$ cat src/mbsp_pkg.sv
package mbsp_pkg;

	localparam logic [1:0] KIND_CHANNEL = 2'd0;
	localparam logic [1:0] KIND_SYSTEM  = 2'd1;
	localparam logic [1:0] KIND_SYSEX   = 2'd2;

	localparam logic [3:0] NIB_SYSTEM   = 4'hF;
	localparam logic [3:0] NIB_PROGRAM  = 4'hC;
	localparam logic [3:0] NIB_PRESSURE = 4'hD;
	localparam logic [7:0] SYSEX_BEGIN  = 8'hF0;
	localparam logic [7:0] SYSEX_END    = 8'hF7;

	typedef struct packed {
		logic [1:0] msg_kind;
		logic [7:0] status_byte;
		logic [7:0] first_param;
		logic [7:0] second_param;
	} msg_t;

endpackage

$ cat src/midi_byte_stream_parser_unit.sv
// channel  dir  tdata (low bit up)                         tuser
// s_*      in   rx_byte[7:0]                               -
// m_*      out  status_byte, first_param, second_param     msg_kind[1:0]
//
// One byte per cycle while s_tready is high; a result is registered in the output register, or in the skid stage.
// Parser state is held in flops and updated in the cycle a beat is taken.
// A two-entry output register and skid stage drop s_tready only when both are full.
// Reset clears all parser state and empties the output stage.
module midi_byte_stream_parser_unit (
	input  logic        clk,
	input  logic        arst_n,
	input  logic        s_tvalid,
	output logic        s_tready,
	input  logic [7:0]  s_tdata,  // rx_byte
	output logic        m_tvalid,
	input  logic        m_tready,
	output logic [23:0] m_tdata,  // status_byte, first_param, second_param
	output logic [1:0]  m_tuser   // msg_kind
);
	import mbsp_pkg::*;

	logic accept;
	logic res_valid;
	msg_t res;
	msg_t out_msg;

	assign accept = s_tvalid && s_tready;

	mbsp_core u_core (
		.clk       (clk),
		.arst_n    (arst_n),
		.accept    (accept),
		.rx_byte   (s_tdata),
		.res_valid (res_valid),
		.res       (res)
	);

	mbsp_skid u_skid (
		.clk       (clk),
		.arst_n    (arst_n),
		.push      (accept && res_valid),
		.push_msg  (res),
		.room      (s_tready),
		.out_valid (m_tvalid),
		.out_ready (m_tready),
		.out_msg   (out_msg)
	);

	assign m_tdata = {out_msg.second_param, out_msg.first_param, out_msg.status_byte};
	assign m_tuser = out_msg.msg_kind;

endmodule

$ cat src/mbsp_core.sv
module mbsp_core (
	input  logic          clk,
	input  logic          arst_n,
	input  logic          accept,
	input  logic [7:0]    rx_byte,
	output logic          res_valid,
	output mbsp_pkg::msg_t res
);
	import mbsp_pkg::*;

	logic       in_sysex_q;
	logic [7:0] running_status_q;
	logic [1:0] params_expected_q;
	logic       param_position_q;
	logic [7:0] held_first_q;
	logic [7:0] held_second_q;

	logic       is_sys;
	logic       is_status;
	logic       is_sx_edge;
	logic       have_status;
	logic       done;
	logic [1:0] next_pos;

	assign is_sys      = rx_byte[7:4] == NIB_SYSTEM;
	assign is_sx_edge  = (rx_byte == SYSEX_BEGIN) || (rx_byte == SYSEX_END);
	assign is_status   = rx_byte[7];
	assign have_status = running_status_q != 8'd0;
	assign next_pos    = {1'b0, param_position_q} + 2'd1;
	assign done        = next_pos >= params_expected_q;

	always_comb begin
		res_valid = 1'b0;
		res       = '0;
		priority if (is_sys) begin
			if (!is_sx_edge) begin
				res_valid       = 1'b1;
				res.msg_kind    = KIND_SYSTEM;
				res.first_param = rx_byte;
			end
		end else if (is_status) begin
			res_valid = 1'b0;
		end else if (in_sysex_q) begin
			res_valid       = 1'b1;
			res.msg_kind    = KIND_SYSEX;
			res.first_param = rx_byte;
		end else begin
			if (have_status) begin
				res_valid        = done;
				res.msg_kind     = KIND_CHANNEL;
				res.status_byte  = running_status_q;
				res.first_param  = param_position_q ? held_first_q : rx_byte;
				res.second_param = param_position_q ? rx_byte : held_second_q;
			end
		end
	end

	always_ff @(posedge clk or negedge arst_n) begin
		if (!arst_n) begin
			in_sysex_q        <= 1'b0;
			running_status_q  <= 8'd0;
			params_expected_q <= 2'd0;
			param_position_q  <= 1'b0;
			held_first_q      <= 8'd0;
			held_second_q     <= 8'd0;
		end else if (accept) begin
			priority if (is_sys) begin
				if (rx_byte == SYSEX_BEGIN) begin
					in_sysex_q <= 1'b1;
				end else if (rx_byte == SYSEX_END) begin
					in_sysex_q <= 1'b0;
				end else begin
					running_status_q <= 8'd0;
					held_first_q     <= rx_byte;
				end
			end else if (is_status) begin
				in_sysex_q        <= 1'b0;
				param_position_q  <= 1'b0;
				running_status_q  <= rx_byte;
				params_expected_q <= (rx_byte[7:4] == NIB_PROGRAM ||
					rx_byte[7:4] == NIB_PRESSURE) ? 2'd1 : 2'd2;
			end else if (in_sysex_q) begin
				running_status_q <= 8'd0;
				held_first_q     <= rx_byte;
			end else begin
				if (have_status) begin
					if (param_position_q) begin
						held_second_q <= rx_byte;
					end else begin
						held_first_q <= rx_byte;
					end
					param_position_q <= done ? 1'b0 : next_pos[0];
				end
			end
		end
	end

endmodule

$ cat src/mbsp_skid.sv
module mbsp_skid (
	input  logic           clk,
	input  logic           arst_n,
	input  logic           push,
	input  mbsp_pkg::msg_t push_msg,
	output logic           room,
	output logic           out_valid,
	input  logic           out_ready,
	output mbsp_pkg::msg_t out_msg
);
	import mbsp_pkg::*;

	logic main_valid_q;
	logic skid_valid_q;
	msg_t main_q;
	msg_t skid_q;
	logic pop;

	assign room      = !skid_valid_q;
	assign out_valid = main_valid_q;
	assign out_msg   = main_q;
	assign pop       = main_valid_q && out_ready;

	always_ff @(posedge clk or negedge arst_n) begin
		if (!arst_n) begin
			main_valid_q <= 1'b0;
			skid_valid_q <= 1'b0;
		end else if (skid_valid_q) begin
			if (pop) begin
				skid_valid_q <= 1'b0;
			end
		end else if (push) begin
			if (main_valid_q && !pop) begin
				skid_valid_q <= 1'b1;
			end
			main_valid_q <= 1'b1;
		end else if (pop) begin
			main_valid_q <= 1'b0;
		end
	end

	always_ff @(posedge clk) begin
		if (skid_valid_q) begin
			if (pop) begin
				main_q <= skid_q;
			end
		end else if (push) begin
			if (main_valid_q && !pop) begin
				skid_q <= push_msg;
			end else begin
				main_q <= push_msg;
			end
		end
	end

endmodule

$ cat config.mk
export PLATFORM = sky130hd
export DESIGN_NAME = midi_byte_stream_parser_unit
export DESIGN_NICKNAME = d
export VERILOG_FILES = /design/src/mbsp_pkg.sv /design/src/midi_byte_stream_parser_unit.sv /design/src/mbsp_core.sv /design/src/mbsp_skid.sv
export SDC_FILE = /design/constraint.sdc
export NUM_CORES = 1
export LEC_CHECK = 0
export CORE_ASPECT_RATIO = 0.75
export CORE_MARGIN = 2
export CORE_UTILIZATION = 60
export DETAILED_ROUTE_END_ITERATION = 7
export DONT_BUFFER_PORTS = 1
export PLACE_DENSITY = 0.84
export SYNTH_ARGS = -nofsm -noshare
export SYNTH_HDL_FRONTEND = slang
export SYNTH_HIERARCHICAL = 1
export SYNTH_SLANG_ARGS = --single-unit
$ cat constraint.sdc
create_clock -name clk -period 6.95 [get_ports clk]
set_clock_uncertainty 0.05 [all_clocks]
set_input_delay 1.39 -clock clk [delete_from_list [all_inputs] [get_ports clk]]
set_output_delay 1.39 -clock clk [all_outputs]
set_load 0.01 [all_outputs]
==> results.md, run 1 <==
| Result | Reported | Unit |
|:---|:---|:---|
| Worst r2r dst | u_skid/out_msg[9] | - |
| Setup slack at placement | 3220 | ps |
| Number of hold buffers added after cts | 0 | - |
| Avg Cell Area, Syn | 14.1 | sq um |
| Source-to-sink clock delay at the later pin of the worst-skew pair | 350 | ps |
| Slew headroom | 22.1 | % |
| Cell area after placement | 3730 | sq um |
| Congestion Overflow GR | 0 | - |
| Setup TNS after final layout | 0 | ps |
| Combined area of all synthesized cells | 3700 | sq um |
| Nature of the critical path endpoint | flip-flop | - |
| Count of H-tree levels built during CTS | 3 | - |
| Y dimension of the die | 72.0 | microns |
| Initial cell density of the core | 62.8 | % |
| Final min period | 3370 | ps |
| Crit Path Max Fanout | 26 | - |
| Number of cells on the worst reg-to-reg path | 7 | - |
| PostCTS Resize Cnt | 0 | - |
| Fin area | 3910 | sq um |
| First-pass GRT wire length | 11100 | microns |
| Floorplan die area | 6810 | sq um |
| Setup slack of the most critical reg-to-reg path | 3650 | ps |
| Clock Sink Count | 82 | - |
| Share of post-route cells with drive strength above 1 | 22.2 | % |
| Initial antenna violation count | 0 | - |
| Inserted Diodes | 0 | - |
| Count of different cell masters after synthesis | 47 | - |
| FILL cells | 438 | - |
| Launch point of the worst reg-to-reg path | u_core/param_position_q | - |
| Final cell count without fillers | 344 | - |
| Final HPWL from detailed placement | 4690 | microns |
| CTS buffer count | 9 | - |
| Static power due to leakage | 0.00148 | uW |
| Slew of the pin with the lowest slew margin | 1170 | ps |
| Cell count of the worst hold path | 1 | - |
| Most frequently used flop master after synthesis | sky130_fd_sc_hd__edfxtp_1 | - |
| Count of nets left with antenna violations after detail routing | 0 | - |
| Arrival time at the worst endpoint | 3280 | ps |
| Total core area | 5890 | sq um |
| Async set or reset register ratio after synthesis | 36.6 | % |
| Clock-pin slew on the worst setup and hold paths | 80 | ps |
| Pin count of the biggest net entering global routing | 31 | - |
| Hold path start | u_core/held_second_q[6] | - |
| Horiz. Die Dim | 94.6 | microns |
| I/O Pins | 40 | - |
| Tot GR Track Use | 22.2 | % |
| Outcome | finished clean | - |
| Flops & latches, synth | 82 | - |
| Total Routed Length | 6720 | microns |
| Routed len/inst | 19.5 | microns |
| Number of flops mapped to enable cells by yosys | 52 | - |
| Worst-case hold path end point | u_core/held_second_q[6] | - |
| Maximum clock path buffer count | 2 | - |
| Final hold violation count | 0 | - |
| Post-synthesis instance total | 262 | - |
| Worst IR Drop VDD | 167 | uV |
| CP required | 6860 | ps |
| TritonCTS clock tree | done | - |
| Final-layout worst hold slack | 440 | ps |
| Reported max-cap violation count | 0 | - |
| Number of global-route vias before repair | 2131 | - |
| Period utilization | 48.5 | % |
| Drt drc | 0 | - |
| Overall via count from detail_route | 2110 | - |
| Instance count after placement with tap cells included | 328 | - |
| Number of iterations in the first detailed-routing pass | 4 | - |
| Warnings from Yosys | 6 | - |
| Number of I/O port buffers | 0 | - |
| Crit Path Class | input pin to flip-flop | - |
| Post-CTS Repair Setup Buffers | 0 | - |
| Highest achievable clock rate | 297 | MHz |
| CTS Root Cell | sky130_fd_sc_hd__clkbuf_8 | - |
| Sequential cell area fraction in the yosys report | 62.5 | % |
| RSZ-0062 raised after global routing | false | - |
| Via density per instance | 6.13 | - |
| Number of failing setup endpoints in the final timing report | 0 | - |
| Number of standard-cell rows in the floorplan | 24 | - |
| Final max-slew violation count | 0 | - |
| Count of routing violations after the opening detailed-route iteration | 206 | - |
| Total number of nets in the final design | 275 | - |
| Placer congestion estimate | 0.875 | - |
| Hold crit path type | flip-flop to flip-flop | - |
| Final setup margin | 3580 | ps |
| Power density over cell area | 397 | nW/um^2 |
| Post-Syn Nets | 276 | - |
| Layout overhead on the synthesized area | 5.85 | % |
| Startpoint Class | input pin | - |
==> sequential cells by signal, summed over array words and instances (netlist names) <==
signal / cells
u_core/running_status_q: 8
u_core/held_second_q: 8
u_skid/skid_valid_q: 1
u_core/held_first_q: 8
u_skid/out_valid: 1
u_skid/out_msg: 26
u_core/params_expected_q: 2
u_core/in_sysex_q: 1
u_core/param_position_q: 1
u_skid/skid_q: 26
==> synthesized netlist by cell type (4+ instances only) <==
| master | number | area, sq um |
|---|---|---|
| sky130_fd_sc_hd__edfxtp_1 | 52 | 1560 |
| sky130_fd_sc_hd__mux2_2 | 31 | 349 |
| sky130_fd_sc_hd__dfrtp_1 | 30 | 751 |
| sky130_fd_sc_hd__nor2_1 | 14 | 52.6 |
| sky130_fd_sc_hd__o21ai_0 | 12 | 60.1 |
| sky130_fd_sc_hd__mux2_1 | 10 | 113 |
| sky130_fd_sc_hd__and2_1 | 9 | 56.3 |
| sky130_fd_sc_hd__clkbuf_1 | 8 | 30.0 |
| sky130_fd_sc_hd__nand2_1 | 8 | 30.0 |
| sky130_fd_sc_hd__inv_1 | 7 | 26.3 |
| sky130_fd_sc_hd__mux2i_1 | 7 | 70.1 |
| sky130_fd_sc_hd__a21oi_1 | 6 | 30.0 |
| sky130_fd_sc_hd__a22o_1 | 6 | 52.6 |
| sky130_fd_sc_hd__nand2b_1 | 5 | 31.3 |
| sky130_fd_sc_hd__a32oi_1 | 4 | 35.0 |
==> layout by cell type, fill, tap and decap left out, types with 2 or more instances in the layout <==
cell type and n:
sky130_fd_sc_hd__nand2_1 8, sky130_fd_sc_hd__nor2_1 14, sky130_fd_sc_hd__mux2_2 31, sky130_fd_sc_hd__ha_1 2
sky130_fd_sc_hd__nand2b_1 5, sky130_fd_sc_hd__edfxtp_1 52, sky130_fd_sc_hd__nand3_1 2, sky130_fd_sc_hd__dfrtp_1 30
sky130_fd_sc_hd__nor3_1 3, sky130_fd_sc_hd__a2bb2oi_1 3, sky130_fd_sc_hd__a21oi_1 6, sky130_fd_sc_hd__a21o_1 3
sky130_fd_sc_hd__nand4_1 2, sky130_fd_sc_hd__a32oi_1 4, sky130_fd_sc_hd__o21ai_0 12, sky130_fd_sc_hd__nor4_1 3
sky130_fd_sc_hd__inv_1 7, sky130_fd_sc_hd__inv_6 2, sky130_fd_sc_hd__clkinvlp_4 3, sky130_fd_sc_hd__or4_4 2
sky130_fd_sc_hd__mux2i_1 7, sky130_fd_sc_hd__o31ai_1 3, sky130_fd_sc_hd__nor2b_1 3, sky130_fd_sc_hd__o22a_1 2
sky130_fd_sc_hd__clkbuf_8 10, sky130_fd_sc_hd__mux2_1 10, sky130_fd_sc_hd__a22oi_1 3, sky130_fd_sc_hd__and2_1 9
sky130_fd_sc_hd__a22o_1 6
==> per-layer routing <==
layer	GRT usage [%]	routed length [microns]
met5	0	0
met3	7.37	439
met1	32.6	3200
met2	31.9	3020
met4	6.76	55
==> logic make-up after synthesis <==
logic type / share of synthesized area (%)
flip-flops: 62.5
AND/OR/NAND/NOR: 9.20
adder cells (fa/ha/maj): 0.677
multiplexers: 14.4
AO/OA/AOI/OAI: 10.4
buffers and inverters: 2.84
==> stage by stage <==
step                power [uW]  utilization (%)
floorplan                 1160                -
global placement          1230             63.3
detailed placement        1250             63.3
CTS                       1570             66.5
global route              1650             66.5
finish                    1550             66.5
==> area by class of cell <==
type | instances | area [sq um] | area share [%]
Multi-Input combinational cell | 159 | 1280 | 32.7
Clock buffer | 10 | 138 | 3.52
Timing Repair Buffer | 1 | 7.51 | 0.192
Sequential cell | 82 | 2310 | 59.1
Inverter | 8 | 30.0 | 0.767
Clock inverter | 6 | 48.8 | 1.25
Tap cell | 78 | 97.6 | 2.49
==> where the power goes <==
| group | switching (uW) | leakage (uW) | internal, uW |
|---|---|---|---|
| Sequential | 126 | 0.000844 | 710 |
| Combinational | 206 | 0.000547 | 200 |
| Clock | 170 | 0.0000855 | 142 |
==> worst max-delay path, stage by stage <==
cell and delay [ps]:
sky130_fd_sc_hd__and4b_1 200, sky130_fd_sc_hd__nor2_1 220, sky130_fd_sc_hd__nand2_1 170, sky130_fd_sc_hd__o21ai_0 120, sky130_fd_sc_hd__and3_1 230, sky130_fd_sc_hd__o22a_1 930
==> worst max-delay path by stage <==
stage | startpoint | to | depth (start not counted)
after floorplan | s_tdata[4] | u_skid/out_msg[0] | 7
after global placement | s_tdata[0] | u_skid/out_msg[4] | 6
after detailed placement | s_tdata[0] | u_skid/out_msg[4] | 6
after CTS | s_tdata[0] | u_skid/out_msg[22] | 6
after global routing | s_tdata[0] | u_skid/out_msg[22] | 6
final | s_tdata[0] | u_skid/out_msg[9] | 6
(Power assumes the default switching activity.)
==> inputs of run 2 (changes only) <==
--- a/config.mk
+++ b/config.mk
@@ -7,10 +7,10 @@
 export LEC_CHECK = 0
 export CORE_ASPECT_RATIO = 0.75
 export CORE_MARGIN = 2
-export CORE_UTILIZATION = 60
+export CORE_UTILIZATION = 57
 export DETAILED_ROUTE_END_ITERATION = 7
 export DONT_BUFFER_PORTS = 1
-export PLACE_DENSITY = 0.84
+export PLACE_DENSITY = 0.83
 export SYNTH_ARGS = -nofsm -noshare
 export SYNTH_HDL_FRONTEND = slang
 export SYNTH_HIERARCHICAL = 1
==> constraint.sdc (replaced) <==
create_clock -name clk -period 2.9 [get_ports clk]
set_clock_uncertainty 0.05 [all_clocks]
set_input_delay 0.58 -clock clk [delete_from_list [all_inputs] [get_ports clk]]
set_output_delay 0.58 -clock clk [all_outputs]
set_load 0.01 [all_outputs]
==> results.md, run 2 (synthesis gave the netlist of run 1 again) <==
| Result | Reported | Unit |
|:---|:---|:---|
| Outcome | finished clean | - |
| Initial antenna violation count | 0 | - |
| Number of standard-cell rows in the floorplan | 25 | - |
| Inserted Diodes | 0 | - |
| Share of power burned in registers | 51.6 | % |
| CP max stage cell | sky130_fd_sc_hd__and4bb_2 | - |
| Final HPWL from detailed placement | 5080 | microns |
| Reported max-cap violation count | 0 | - |
| Final min period | 2570 | ps |
| Total number of cells along the worst setup path | 7 | - |
| Static power due to leakage | 0.00152 | uW |
| Count of H-tree levels built during CTS | 3 | - |
| Power density over cell area | 952 | nW/um^2 |
| Y dimension of the die | 73.8 | microns |
| Overall via count from detail_route | 2260 | - |
| Clock-pin slew on the worst setup and hold paths | 90 | ps |
| Routed len/inst | 20.5 | microns |
| Total core area | 6290 | sq um |
| Final setup margin | 329 | ps |
| Commonest non-fill, non-tap cells in the layout | 52 x sky130_fd_sc_hd__edfxtp_1, 31 x sky130_fd_sc_hd__mux2_2, 30 x sky130_fd_sc_hd__dfrtp_1, 14 x sky130_fd_sc_hd__nor2_1, 12 x sky130_fd_sc_hd__o21ai_0 | - |
| Cell count of the worst hold path | 1 | - |
| Critical path buffer and inverter count | 0 | - |
| Switching portion of total power | 33.2 | % |
| Period utilization | 88.7 | % |
| CTS Root Cell | sky130_fd_sc_hd__clkbuf_8 | - |
| Crit Path Max Fanout | 26 | - |
| Total Routed Length | 7270 | microns |
| Largest incremental delay on the critical path | 700 | ps |
| Share of post-route cells with drive strength above 1 | 23.7 | % |
| Count of routing violations after the opening detailed-route iteration | 284 | - |
| Congestion Overflow GR | 0 | - |
| Final max-slew violation count | 0 | - |
| Slew of the pin with the lowest slew margin | 694 | ps |
| P_int | 2540 | uW |
| Source-to-sink clock delay at the later pin of the worst-skew pair | 350 | ps |
| CP required | 2840 | ps |
| Horiz. Die Dim | 97 | microns |
| Cells along the critical path | ha_1 > nand2b_1 > a21o_1 > a21oi_1 > o21ai_0 > and3_1 > and4bb_2 | - |
| Total number of nets in the final design | 283 | - |
| Drt drc | 0 | - |
| Via density per instance | 6.37 | - |
| Pin count of the biggest net entering global routing | 31 | - |
| Slew headroom | 53.3 | % |
| Worst IR Drop VDD | 498 | uV |
| First-pass GRT wire length | 11600 | microns |
| TritonCTS clock tree | done | - |
| Layout overhead on the synthesized area | 8.12 | % |
| Crit Path Class | flip-flop to flip-flop | - |
| RSZ-0062 raised after global routing | false | - |
| Number of failing setup endpoints in the final timing report | 0 | - |
| Most common library cell in the layout ignoring fill and taps | sky130_fd_sc_hd__edfxtp_1 | - |
| Final hold violation count | 0 | - |
| Setup TNS after final layout | 0 | ps |
| Nature of the critical path endpoint | flip-flop | - |
| Arrival time at the worst endpoint | 2510 | ps |
| Initial cell density of the core | 58.8 | % |
| I/O Pins | 40 | - |
| Startpoint Class | flip-flop | - |
| Maximum clock path buffer count | 2 | - |
| Highest achievable clock rate | 389 | MHz |
| Number of global-route vias before repair | 2118 | - |
| Number of iterations in the first detailed-routing pass | 5 | - |
| Hold crit path type | input pin to flip-flop | - |
| Number of I/O port buffers | 0 | - |
| Top delay family on crit path | simple AND/OR/NAND/NOR gates | - |
| Final cell utilization of the core | 63.6 | % |
| CTS buffer count | 9 | - |
| Sw power | 1260 | uW |
| Floorplan die area | 7150 | sq um |
| PostCTS Resize Cnt | 0 | - |
| Placer congestion estimate | 1.02 | - |
| Combinational Power Share | 28.9 | % |
| Number of hold buffers added after cts | 2 | - |
| Clock Sink Count | 82 | - |
| Setup slack at placement | 216 | ps |
| Part of the total power dissipated in the clock network | 19.5 | % |
| Cell area after placement | 3790 | sq um |
| Count of nets left with antenna violations after detail routing | 0 | - |
| Post-CTS Repair Setup Buffers | 0 | - |
| Tot GR Track Use | 21.7 | % |
| Number of cells on the worst reg-to-reg path | 7 | - |
| FILL cells | 460 | - |
| Fin area | 4000 | sq um |
==> run 2: cell types whose count changed in the layout (fill, tap and decap cells not counted), sizes merged <==
cell         change
buf              +7
dlygate4sd3      +1
==> run 2: power groups by stage <==
stage	clock (uW)	combinational, uW	sequential, uW
detailed placement	0	1080	1990
finish	743	1100	1960
global route	810	1180	2000
CTS	757	1100	1970
floorplan	0	869	1920
global placement	0	1020	1970
==> run 2: area by class of cell <==
cell class	count	area [sq um]	area share [%]
Sequential cell	82	2310	57.8
Multi-Input combinational cell	159	1280	32.0
Clock buffer	10	128	3.19
Tap cell	81	101	2.54
Timing Repair Buffer	9	95.1	2.38
Clock inverter	6	51.3	1.28
Inverter	8	30.0	0.751
==> run 2: worst paths after layout <==
kind / start / endpoint / slack [ps]
max: u_core/param_position_q / u_skid/skid_q[3] / 330
min: s_tdata[3] / u_core/running_status_q[3] / 300
max reg2reg: u_core/param_position_q / u_skid/skid_q[3] / 330
min reg2reg: u_core/held_second_q[5] / u_core/held_second_q[5] / 440
max in group asynchronous: arst_n / u_core/running_status_q[5] / 2010
min in group asynchronous: arst_n / u_core/running_status_q[3] / 620
==> run 2: worst reg2reg max path, cell delays in order (launching register included) <==
cell and delay, ps:
sky130_fd_sc_hd__dfrtp_1 460, sky130_fd_sc_hd__ha_1 300, sky130_fd_sc_hd__nand2b_1 90, sky130_fd_sc_hd__a21o_1 130, sky130_fd_sc_hd__a21oi_1 60, sky130_fd_sc_hd__o21ai_0 160, sky130_fd_sc_hd__and3_1 240, sky130_fd_sc_hd__and4bb_2 700
==> run 2: metrics by stage <==
stage                     cells  hold WS, ps  power (uW)
after detailed placement    337          235        3070
after CTS                   355          293        3820
after floorplan             262          234        2790
final                       355          303        3810
after global routing        355          287        4000
after global placement      337          236        3000
==> run 2: layer usage <==
metal	global-route usage [%]	vias to the layer above	part of all wire (%)
met1	30.5	1119	46
met4	6.10	0	1.4
met3	7.80	11	8.4
met2	32.3	118	44
li1	-	1012	-
met5	0	-	0
